## config.mk

```make
export PLATFORM = sky130hd
export DESIGN_NAME = lfso_ctrl
export DESIGN_NICKNAME = d
export VERILOG_FILES = /design/src/rtl/core/lfso_pkg.sv /design/src/rtl/core/lfso_ctrl.sv
export SDC_FILE = /design/constraint.sdc
export NUM_CORES = 1
export LEC_CHECK = 0
export BUFFER_PORTS_ARGS = -buffer_cell sky130_fd_sc_hd__buf_2
export CAP_MARGIN = 20
export CELL_PAD_IN_SITES_DETAIL_PLACEMENT = 1
export CELL_PAD_IN_SITES_GLOBAL_PLACEMENT = 2
export CORE_ASPECT_RATIO = 0.6
export CORE_UTILIZATION = 43
export CTS_BUF_LIST = sky130_fd_sc_hd__clkbuf_4 sky130_fd_sc_hd__clkbuf_8
export CTS_CLUSTER_DIAMETER = 100
export CTS_CLUSTER_SIZE = 20
export DETAILED_ROUTE_END_ITERATION = 10
export PLACE_DENSITY_LB_ADDON = 0.1
export SKIP_CTS_REPAIR_TIMING = 1
export SYNTH_ARGS = -nofsm -noshare
export SYNTH_HDL_FRONTEND = slang
export SYNTH_SLANG_ARGS = --single-unit
```

## constraint.sdc

```tcl
create_clock -name clk_i -period 4.05 [get_ports clk_i]
set_input_delay 0.2025 -clock clk_i [delete_from_list [all_inputs] [get_ports clk_i]]
set_output_delay 0.2025 -clock clk_i [all_outputs]
set_load 0.1 [all_outputs]
```

## src/rtl/core/lfso_pkg.sv

```systemverilog
// shared types and constants of the linear-fit slot occupancy unit
`timescale 1ns / 1ps
package lfso_pkg;

  localparam int unsigned BIG_W = 256;
  localparam int unsigned KEY_W = 64;
  localparam int unsigned OUT_W = 16;

  typedef enum logic [4:0] {
    OP_IDLE,
    OP_LOAD,
    OP_K0,
    OP_XSUM,
    OP_XMAP,
    OP_M_XX,
    OP_M_XI,
    OP_M_NXY,
    OP_M_XY,
    OP_M_NXX,
    OP_M_SXSX,
    OP_M_YD,
    OP_M_NUMX,
    OP_M_NDEN,
    OP_M_NNUM,
    OP_M_TX,
    OP_M_P,
    OP_W_XX,
    OP_W_XY,
    OP_W_TMP,
    OP_W_NUM,
    OP_W_DEN,
    OP_W_ICP,
    OP_W_NDEN,
    OP_W_NNUM,
    OP_W_T,
    OP_W_P,
    OP_SKIP,
    OP_MARK,
    OP_OUT
  } op_e;

  typedef struct packed {
    op_e op;
  } dp_cmd_t;

  typedef struct packed {
    logic mul_done;
    logic idx_last;
    logic den_ok;
    logic t_neg;
    logic cand_ok;
    logic bit_zero;
    logic out_busy;
  } dp_stat_t;

endpackage

```

## src/rtl/core/lfso_ctrl.sv

```systemverilog
// sequencer that steps the datapath through load, fit and mapping passes
`timescale 1ns / 1ps
module lfso_ctrl (
  input  logic                clk_i,
  input  logic                rst_ni,
  input  logic                in_valid_i,
  input  logic                in_last_i,
  output logic                in_ready_o,
  input  lfso_pkg::dp_stat_t  stat_i,
  output lfso_pkg::dp_cmd_t   cmd_o
);
  import lfso_pkg::*;

  typedef enum logic [33:0] {
    S_COLLECT = 34'd1 << 0,  S_RD0  = 34'd1 << 1,  S_K0   = 34'd1 << 2,
    S_RDX     = 34'd1 << 3,  S_X    = 34'd1 << 4,  S_MXX  = 34'd1 << 5,
    S_WXX     = 34'd1 << 6,  S_MXI  = 34'd1 << 7,  S_WXI  = 34'd1 << 8,
    S_M1      = 34'd1 << 9,  S_W1   = 34'd1 << 10, S_M2   = 34'd1 << 11,
    S_W2      = 34'd1 << 12, S_M3   = 34'd1 << 13, S_W3   = 34'd1 << 14,
    S_M4      = 34'd1 << 15, S_W4   = 34'd1 << 16, S_M5   = 34'd1 << 17,
    S_W5      = 34'd1 << 18, S_M6   = 34'd1 << 19, S_W6   = 34'd1 << 20,
    S_M7      = 34'd1 << 21, S_W7   = 34'd1 << 22, S_M8   = 34'd1 << 23,
    S_W8      = 34'd1 << 24, S_MRD  = 34'd1 << 25, S_MX   = 34'd1 << 26,
    S_MT      = 34'd1 << 27, S_WT   = 34'd1 << 28, S_SRCH = 34'd1 << 29,
    S_WP      = 34'd1 << 30, S_MARK = 34'd1 << 31, S_OUT  = 34'd1 << 32,
    S_SPARE   = 34'd1 << 33
  } state_e;

  state_e state_q, state_d;

  assign in_ready_o = (state_q == S_COLLECT);

  always_comb begin
    state_d = state_q;
    cmd_o.op = OP_IDLE;
    unique case (state_q)
      S_COLLECT: if (in_valid_i) begin
        cmd_o.op = OP_LOAD;
        if (in_last_i) state_d = S_RD0;
      end
      S_RD0: state_d = S_K0;
      S_K0: begin cmd_o.op = OP_K0; state_d = S_RDX; end
      S_RDX: state_d = S_X;
      S_X:   begin cmd_o.op = OP_XSUM; state_d = S_MXX; end
      S_MXX: begin cmd_o.op = OP_M_XX; state_d = S_WXX; end
      S_WXX: if (stat_i.mul_done) begin cmd_o.op = OP_W_XX; state_d = S_MXI; end
      S_MXI: begin cmd_o.op = OP_M_XI; state_d = S_WXI; end
      S_WXI: if (stat_i.mul_done) begin
        cmd_o.op = OP_W_XY;
        state_d = stat_i.idx_last ? S_M1 : S_RDX;
      end
      S_M1: begin cmd_o.op = OP_M_NXY; state_d = S_W1; end
      S_W1: if (stat_i.mul_done) begin cmd_o.op = OP_W_TMP; state_d = S_M2; end
      S_M2: begin cmd_o.op = OP_M_XY; state_d = S_W2; end
      S_W2: if (stat_i.mul_done) begin cmd_o.op = OP_W_NUM; state_d = S_M3; end
      S_M3: begin cmd_o.op = OP_M_NXX; state_d = S_W3; end
      S_W3: if (stat_i.mul_done) begin cmd_o.op = OP_W_TMP; state_d = S_M4; end
      S_M4: begin cmd_o.op = OP_M_SXSX; state_d = S_W4; end
      S_W4: if (stat_i.mul_done) begin cmd_o.op = OP_W_DEN; state_d = S_M5; end
      S_M5: begin cmd_o.op = OP_M_YD; state_d = S_W5; end
      S_W5: if (stat_i.mul_done) begin cmd_o.op = OP_W_TMP; state_d = S_M6; end
      S_M6: begin cmd_o.op = OP_M_NUMX; state_d = S_W6; end
      S_W6: if (stat_i.mul_done) begin cmd_o.op = OP_W_ICP; state_d = S_M7; end
      S_M7: begin cmd_o.op = OP_M_NDEN; state_d = S_W7; end
      S_W7: if (stat_i.mul_done) begin cmd_o.op = OP_W_NDEN; state_d = S_M8; end
      S_M8: begin cmd_o.op = OP_M_NNUM; state_d = S_W8; end
      S_W8: if (stat_i.mul_done) begin cmd_o.op = OP_W_NNUM; state_d = S_MRD; end
      S_MRD: state_d = S_MX;
      S_MX:  begin cmd_o.op = OP_XMAP; state_d = S_MT; end
      S_MT:  begin cmd_o.op = OP_M_TX; state_d = S_WT; end
      S_WT:  if (stat_i.mul_done) begin cmd_o.op = OP_W_T; state_d = S_SRCH; end
      S_SRCH: begin
        priority if (!stat_i.den_ok || stat_i.t_neg) begin
          state_d = S_MARK;
        end else if (stat_i.cand_ok) begin
          cmd_o.op = OP_M_P; state_d = S_WP;
        end else begin
          cmd_o.op = OP_SKIP;
          if (stat_i.bit_zero) state_d = S_MARK;
        end
      end
      S_WP: if (stat_i.mul_done) begin
        cmd_o.op = OP_W_P;
        state_d = stat_i.bit_zero ? S_MARK : S_SRCH;
      end
      S_MARK: begin
        cmd_o.op = OP_MARK;
        state_d = stat_i.idx_last ? S_OUT : S_MRD;
      end
      S_OUT: if (!stat_i.out_busy) begin cmd_o.op = OP_OUT; state_d = S_COLLECT; end
      default: state_d = S_COLLECT;
    endcase
  end

  always_ff @(posedge clk_i or negedge rst_ni) begin
    if (!rst_ni) state_q <= S_COLLECT;
    else state_q <= state_d;
  end

endmodule
```

==> metrics.txt, run 1 <==
status=finished with violations; failing checks=hold timing; DRT Wirelength=just under 7 mm; Final #Nets=250; post-synth net total=230; max reg flops=33; Final period util=0.949; DIE AREA=5270 um^2; Util after Layout=0.505; Max-Cap Viols=0; synth top area cells=dfrtp_1, nor4_4, nor2_1; area of the multi-input gates=~1300 um^2; P per Cell Area=472 nW/um^2; Worst setup EP type=output pin; Clk pwr share=0.240; Worst setup SP type=flop; clk buf depth=2; EDFF count, synth=0; hpwl dp=approximately 5.3 mm; largest net degree at the start of global routing=34; CTS tree=built; largest area contributor in the netlist=dfrtp_1; Mean Syn Cell Area=just under 10 um^2; worst reg2reg path depth=8; IO Port Bufs=16; grt met2 use=0.432; Reg-to-Reg Start=state_q[5]; Starting DRT DRC Count=approximately 120; Final Hold Fails=32; fill count=517; RSZ-0062 raised after global routing=false; Area growth, synth to finish=10.6%; RePlAce Congestion=0.921; Mapped Cells=approximately 220; Net Sw Frac=0.435; Global Route met3 Usage=0.0650; part of the power in combinational logic=0.421; sequential power share=0.339; total CTS buffers=5; total track usage=0.285; Core ar.=around 4700 um^2; Psw=just under 0.5 mW; Leak Pwr=1.18 nW; crit path time final=3.85 ns; grt peak-use layer=met2; Die Ht=between 50 and 60 um; count leader, synth=dfrtp_1; worst path required time=about 3.9 ns; Worst-Skew Late Latency=roughly 0.29 ns; flop2flop setup slack=around 0.9 ns; vias in the first global route=2,043; die width=between 90 and 100 um; Synth Flop Type=dfrtp_1; H-tree depth=2; Via-to-Cell Ratio=6.39; Clock transition at path regs=around 0.060 ns; global-route wire length before repair=between 10 and 15 mm; maximum vdd drop=approximately 0.3 mV; antenna violations before repair=0; DR pass1 iterations=4; initial core utilization=0.457; Post-route DRC=0; FP Rows=19; post-route ant nets=0; share of layout cells above drive strength 1=0.192; Crit Reg-Reg Endpoint=state_q[20]; Overflow after GRT=0; crit path DAT=3.64 ns; Final TNS setup=0 ns; register area=roughly 830 um^2; Worst Path Max Fanout=7; Hold Slack=-0.0226 ns; fin. max-slew vios=0; met1 Resource Use GR=0.416; # setup viols final=0; Setup CP Type=reg2out; Mapped Area=2140 um^2; #FFs+latches synth=33; post-synthesis sequential area ratio=0.386; Largest regs=state_q: 33 flops; min-delay worst type=in2async; Yosys cell types=54; Least-Margin Pin Slew=about 0.76 ns; clk sink count=33; synth warn=0; area share of the largest cell type after synthesis=0.374; clock skew=between 0.008 and 0.009 ns; vias=approximately 1.9k; drt wl/cell=around 22 um; Peak Freq=0.260 GHz; synth cell count leaders=dfrtp_1, nor2_1, nor3_1; Power Internal=around 0.63 mW; Ports=17; Synth async-reset ratio=1.00; Top reg by flops=state_q; diodes inserted=0; root buffer cell=clkbuf_8; Slew HR=0.490
## worst max-delay path by stage
stage | to | slack, ns | from
finish | cmd_o[1] | 0.20 | state_q[28]
global route | cmd_o[0] | 0.03 | state_q[28]
CTS | cmd_o[1] | 0.24 | state_q[28]
detailed placement | cmd_o[1] | 0.54 | state_q[28]
global placement | cmd_o[1] | 0.66 | state_q[28]
floorplan | cmd_o[0] | 0.36 | state_q[28]
## cell usage in the layout, fill, tap and decap left out, drive strengths merged, types with 4 or more instances in the layout
master / synthesis / routed
a21o: 11 / 11
nand4b: 4 / 4
nor4: 17 / 17
nand4: 9 / 9
nand2b: 7 / 7
nor2: 30 / 30
buf: 3 / 17
nand3: 8 / 8
clkbuf: 1 / 8
or2: 4 / 4
nor3: 16 / 16
or3: 6 / 6
dfrtp: 32 / 32
and4b: 10 / 10
nand2: 14 / 14
## logic make-up (layout without fill, tap and decap cells)
family | count (synthesis) | count (layout) | share of synthesized area
xor+xnor | 4 | 4 | 0.0164
buf+inv | 7 | 28 | 0.0228
compound gates | 29 | 29 | 0.109
flops | 33 | 33 | 0.386
simple gates | 146 | 146 | 0.466
## power groups by stage
stage	logic, mW	registers [mW]	clock network [mW]
2_1_floorplan	0.372	0.377	0
3_3_place_gp	0.451	0.380	0
3_5_place_dp	0.462	0.383	0
4_1_cts	0.469	0.378	0.273
5_1_grt	0.503	0.380	0.287
6_report	0.470	0.379	0.268
## area by class of cell
cell class | count | area share
Tap cell | 63 | 0.0333
Multi-Input combinational cell | 179 | 0.534
Clock buffer | 8 | 0.0412
Sequential cell | 33 | 0.349
Inverter | 3 | 0.00476
Timing Repair Buffer | 17 | 0.0370
## through the flow
| step | worst slack (ns) | hold WS (ns) | instance area (um^2) | power [mW] | cells |
|---|---|---|---|---|---|
| detailed placement | 0.544 | 0.301 | 2270 | 0.845 | 295 |
| CTS | 0.240 | -0.0132 | 2370 | 1.12 | 303 |
| global route | 0.0334 | 0.0227 | 2370 | 1.17 | 303 |
| finish | 0.205 | -0.0226 | 2370 | 1.12 | 303 |
| global placement | 0.656 | 0.282 | 2270 | 0.832 | 295 |
| floorplan | 0.356 | -0.0931 | 2140 | 0.749 | 219 |
## metal layers
| metal | part of all wire | vias to the layer above |
|---|---|---|
| met5 | 0 | - |
| met4 | 0.0072 | 0 |
| met3 | 0.070 | 6 |
| met2 | 0.44 | 57 |
| met1 | 0.48 | 980 |
| li1 | - | 894 |
## worst max-delay path, cell delays in order, from the launching register on
cell and delay, ns:
dfrtp_1 0.51, nor4_4 0.53, nand4_2 0.28, or3_1 0.53
nor4_1 0.67, or3_1 0.20, nor4_1 0.06, nand4bb_1 0.14
buf_2 0.44
Power figures use the tool's default switching activity.
==> inputs of run 2 (changes only) <==
--- a/config.mk
+++ b/config.mk
@@ -5,12 +5,13 @@
 export SDC_FILE = /design/constraint.sdc
 export NUM_CORES = 1
 export LEC_CHECK = 0
+export ABC_AREA = 1
 export BUFFER_PORTS_ARGS = -buffer_cell sky130_fd_sc_hd__buf_2
 export CAP_MARGIN = 20
 export CELL_PAD_IN_SITES_DETAIL_PLACEMENT = 1
 export CELL_PAD_IN_SITES_GLOBAL_PLACEMENT = 2
 export CORE_ASPECT_RATIO = 0.6
-export CORE_UTILIZATION = 43
+export CORE_UTILIZATION = 37
 export CTS_BUF_LIST = sky130_fd_sc_hd__clkbuf_4 sky130_fd_sc_hd__clkbuf_8
 export CTS_CLUSTER_DIAMETER = 100
 export CTS_CLUSTER_SIZE = 20
==> run 2 against run 1 <==
The run still ends with hold timing left. Fmax rose by 25%. Core utilization fell by 8.4 points. Sequential power barely moved. Synthesized cell count rose by 88%. Combinational power rose by 74%. Synthesized area rose by 21%. Total power rose by 31%. Cell count rose by 71%. Setup slack improved by 0.77 ns. Clock skew rose by 0.0024 ns. Register-to-register slack improved by 0.40 ns. Non-clock buffer count fell by 1. Largest cell class unchanged. Largest power group unchanged.
==> metrics.txt, run 2 <==
Top reg by flops=state_q; antenna violations before repair=0; clk buf depth=2; Setup CP Type=reg2out; post-synthesis sequential area ratio=0.319; Crit Reg-Reg Endpoint=state_q[8]; synth top area cells=dfrtp_1, nand2_1, nor2_1; Buf+Inv Stages, Crit Path=2; root buffer cell=clkbuf_8; IO Port Bufs=16; Worst Path Max Fanout=12; EDFF count, synth=0; crit path time final=approximately 3 ns; Largest regs=state_q: 33 flops; DRT Wirelength=just over 9 mm; synth cell count leaders=nand2_1, nor2_1, inv_1; slowest library cell on the worst path=buf_2; Final TNS setup=0 ns; post-route ant nets=0; RSZ-0062 raised after global routing=false; Mapped Cells=roughly 410; crit-path max cell delay=0.44 ns; worst reg2reg path depth=11; Overflow after GRT=0; Area growth, synth to finish=9.23%; share of layout cells above drive strength 1=0.148; flop2flop setup slack=1.30 ns; largest net degree at the start of global routing=34; RePlAce Congestion=between 0.9 and 1; CP top delay family=simple AND/OR/NAND/NOR gates; min-delay worst type=in2async; maximum vdd drop=roughly 0.4 mV; Least-Margin Pin Slew=~0.80 ns; status=finished with violations; die width=around 110 um; Yosys cell types=33; FP Rows=23; Synth async-reset ratio=1.00; Slew HR=0.467; Ports=17; clk sink count=33; Worst setup SP type=flop; #FFs+latches synth=33; Post-route DRC=0; fill count=about 900; H-tree depth=2; Final #Nets=442; most frequent cells in the layout=nand2_1, nor2_1, inv_1; Hold Slack=-0.0165 ns; Via-to-Cell Ratio=5.11; diodes inserted=0; CTS tree=built; Mean Syn Cell Area=approximately 6.3 um^2; area share of the largest cell type after synthesis=0.309; post-synth net total=about 420; count leader, synth=nand2_1; DR pass1 iterations=5; area of the multi-input gates=roughly 1500 um^2; P per Cell Area=518 nW/um^2; global-route wire length before repair=roughly 14 mm; failing checks=hold timing; fin. max-slew vios=0; clock skew=approximately 0.011 ns; largest area contributor in the netlist=dfrtp_1; Die Ht=66.8 um; Worst setup EP type=output pin; Post-Place Setup Slack=1.38 ns; hpwl dp=7.24 mm; worst path required time=approximately 3.9 ns; CP cell instances=nor2_1, nand2_1, nor2_4, nand2_2, inv_2, nand2_1, nor2_1, nand2_1, nand4_1, nor2_1, nand3_1, buf_2; Final period util=0.759; stages on the worst setup path=12; Peak Freq=around 0.33 GHz; synth warn=0; Core ar.=6710 um^2; vias in the first global route=between 2k and 3k; Leak Pwr=roughly 1.6 nW; Max-Cap Viols=0; Final Hold Fails=10; drt wl/cell=about 17 um; most common cell after layout, fill and taps aside=nand2_1; max reg flops=33; total track usage=0.272; vias=2,652; Starting DRT DRC Count=271; DIE AREA=7350 um^2; # setup viols final=0; Critical path origin=state_q[8]; Reg-to-Reg Start=state_q[8]; initial core utilization=0.386; Synth Flop Type=dfrtp_1; Worst-Skew Late Latency=0.30 ns; total CTS buffers=5; Mapped Area=2590 um^2; Setup crit end=cmd_o[3]; Clock transition at path regs=0.08 ns; crit path DAT=approximately 2.9 ns; PnR worst setup slack=roughly 0.98 ns; register area=a little over 800 um^2
-- run 2: area by class of cell --
| cell class | instances | share of cell area |
|---|---|---|
| inverters | 59 | 0.0792 |
| flip-flops and latches | 33 | 0.292 |
| clock buffers | 7 | 0.0296 |
| well taps | 87 | 0.0385 |
| multi-input cells | 316 | 0.530 |
| clock inverters | 1 | 0.00177 |
| repair buffers | 16 | 0.0283 |
-- run 2: stage by stage --
step	hold WS, ns	cell area, um^2	total power, mW	utilization	cells
after floorplan	-0.0931	2590	1.04	-	412
after CTS	0.0178	2830	1.47	0.422	519
after global placement	0.334	2740	1.20	0.408	511
after detailed placement	0.342	2740	1.20	0.408	511
final	-0.0165	2830	1.46	0.422	519
after global routing	0.0482	2830	1.56	0.422	519
-- run 2: worst min-delay path by stage --
stage | from | endpoint | slack [ns] | cells past startpoint
floorplan | rst_ni | state_q[10] | -0.09 | 0
global placement | rst_ni | state_q[21] | 0.33 | 1
detailed placement | rst_ni | state_q[21] | 0.34 | 1
CTS | rst_ni | state_q[21] | 0.02 | 1
global route | rst_ni | state_q[21] | 0.05 | 1
finish | rst_ni | state_q[22] | -0.02 | 1
-- run 2: layer usage --
layer | wire, um | up-vias | global-route usage
met5 | 0 | - | 0
met4 | 61 | 0 | 0.0467
met3 | 524 | 4 | 0.0636
met2 | 3310 | 75 | 0.345
met1 | 5160 | 1250 | 0.443
li1 | - | 1323 | -
-- run 2: worst reg2reg max path: stages (launching register included) --
cell and delay, ns:
dfrtp_1 0.41, nor2_1 0.17, nand2_1 0.15, nor2_4 0.39, nand3_4 0.24, a21oi_1 0.28
nor2_1 0.09, nand3_1 0.14, nand2_2 0.11, nand2_4 0.30, nand2_1 0.17, o21ai_1 0.19
-- run 2: cells by family (layout without fill, tap and decap cells) --
logic type             Yosys count  in the layout  synth area share
flip-flops                      33             33             0.319
AO/OA/AOI/OAI                   18             18            0.0411
buffers and inverters           63             83             0.101
AND/OR/NAND/NOR                298            298             0.538
-- run 2: where the power goes --
part	switching [mW]	leakage, nW	internal [mW]
clock	0.129	0.0491	0.134
combinational	0.629	1.05	0.190
sequential	0.0264	0.455	0.355
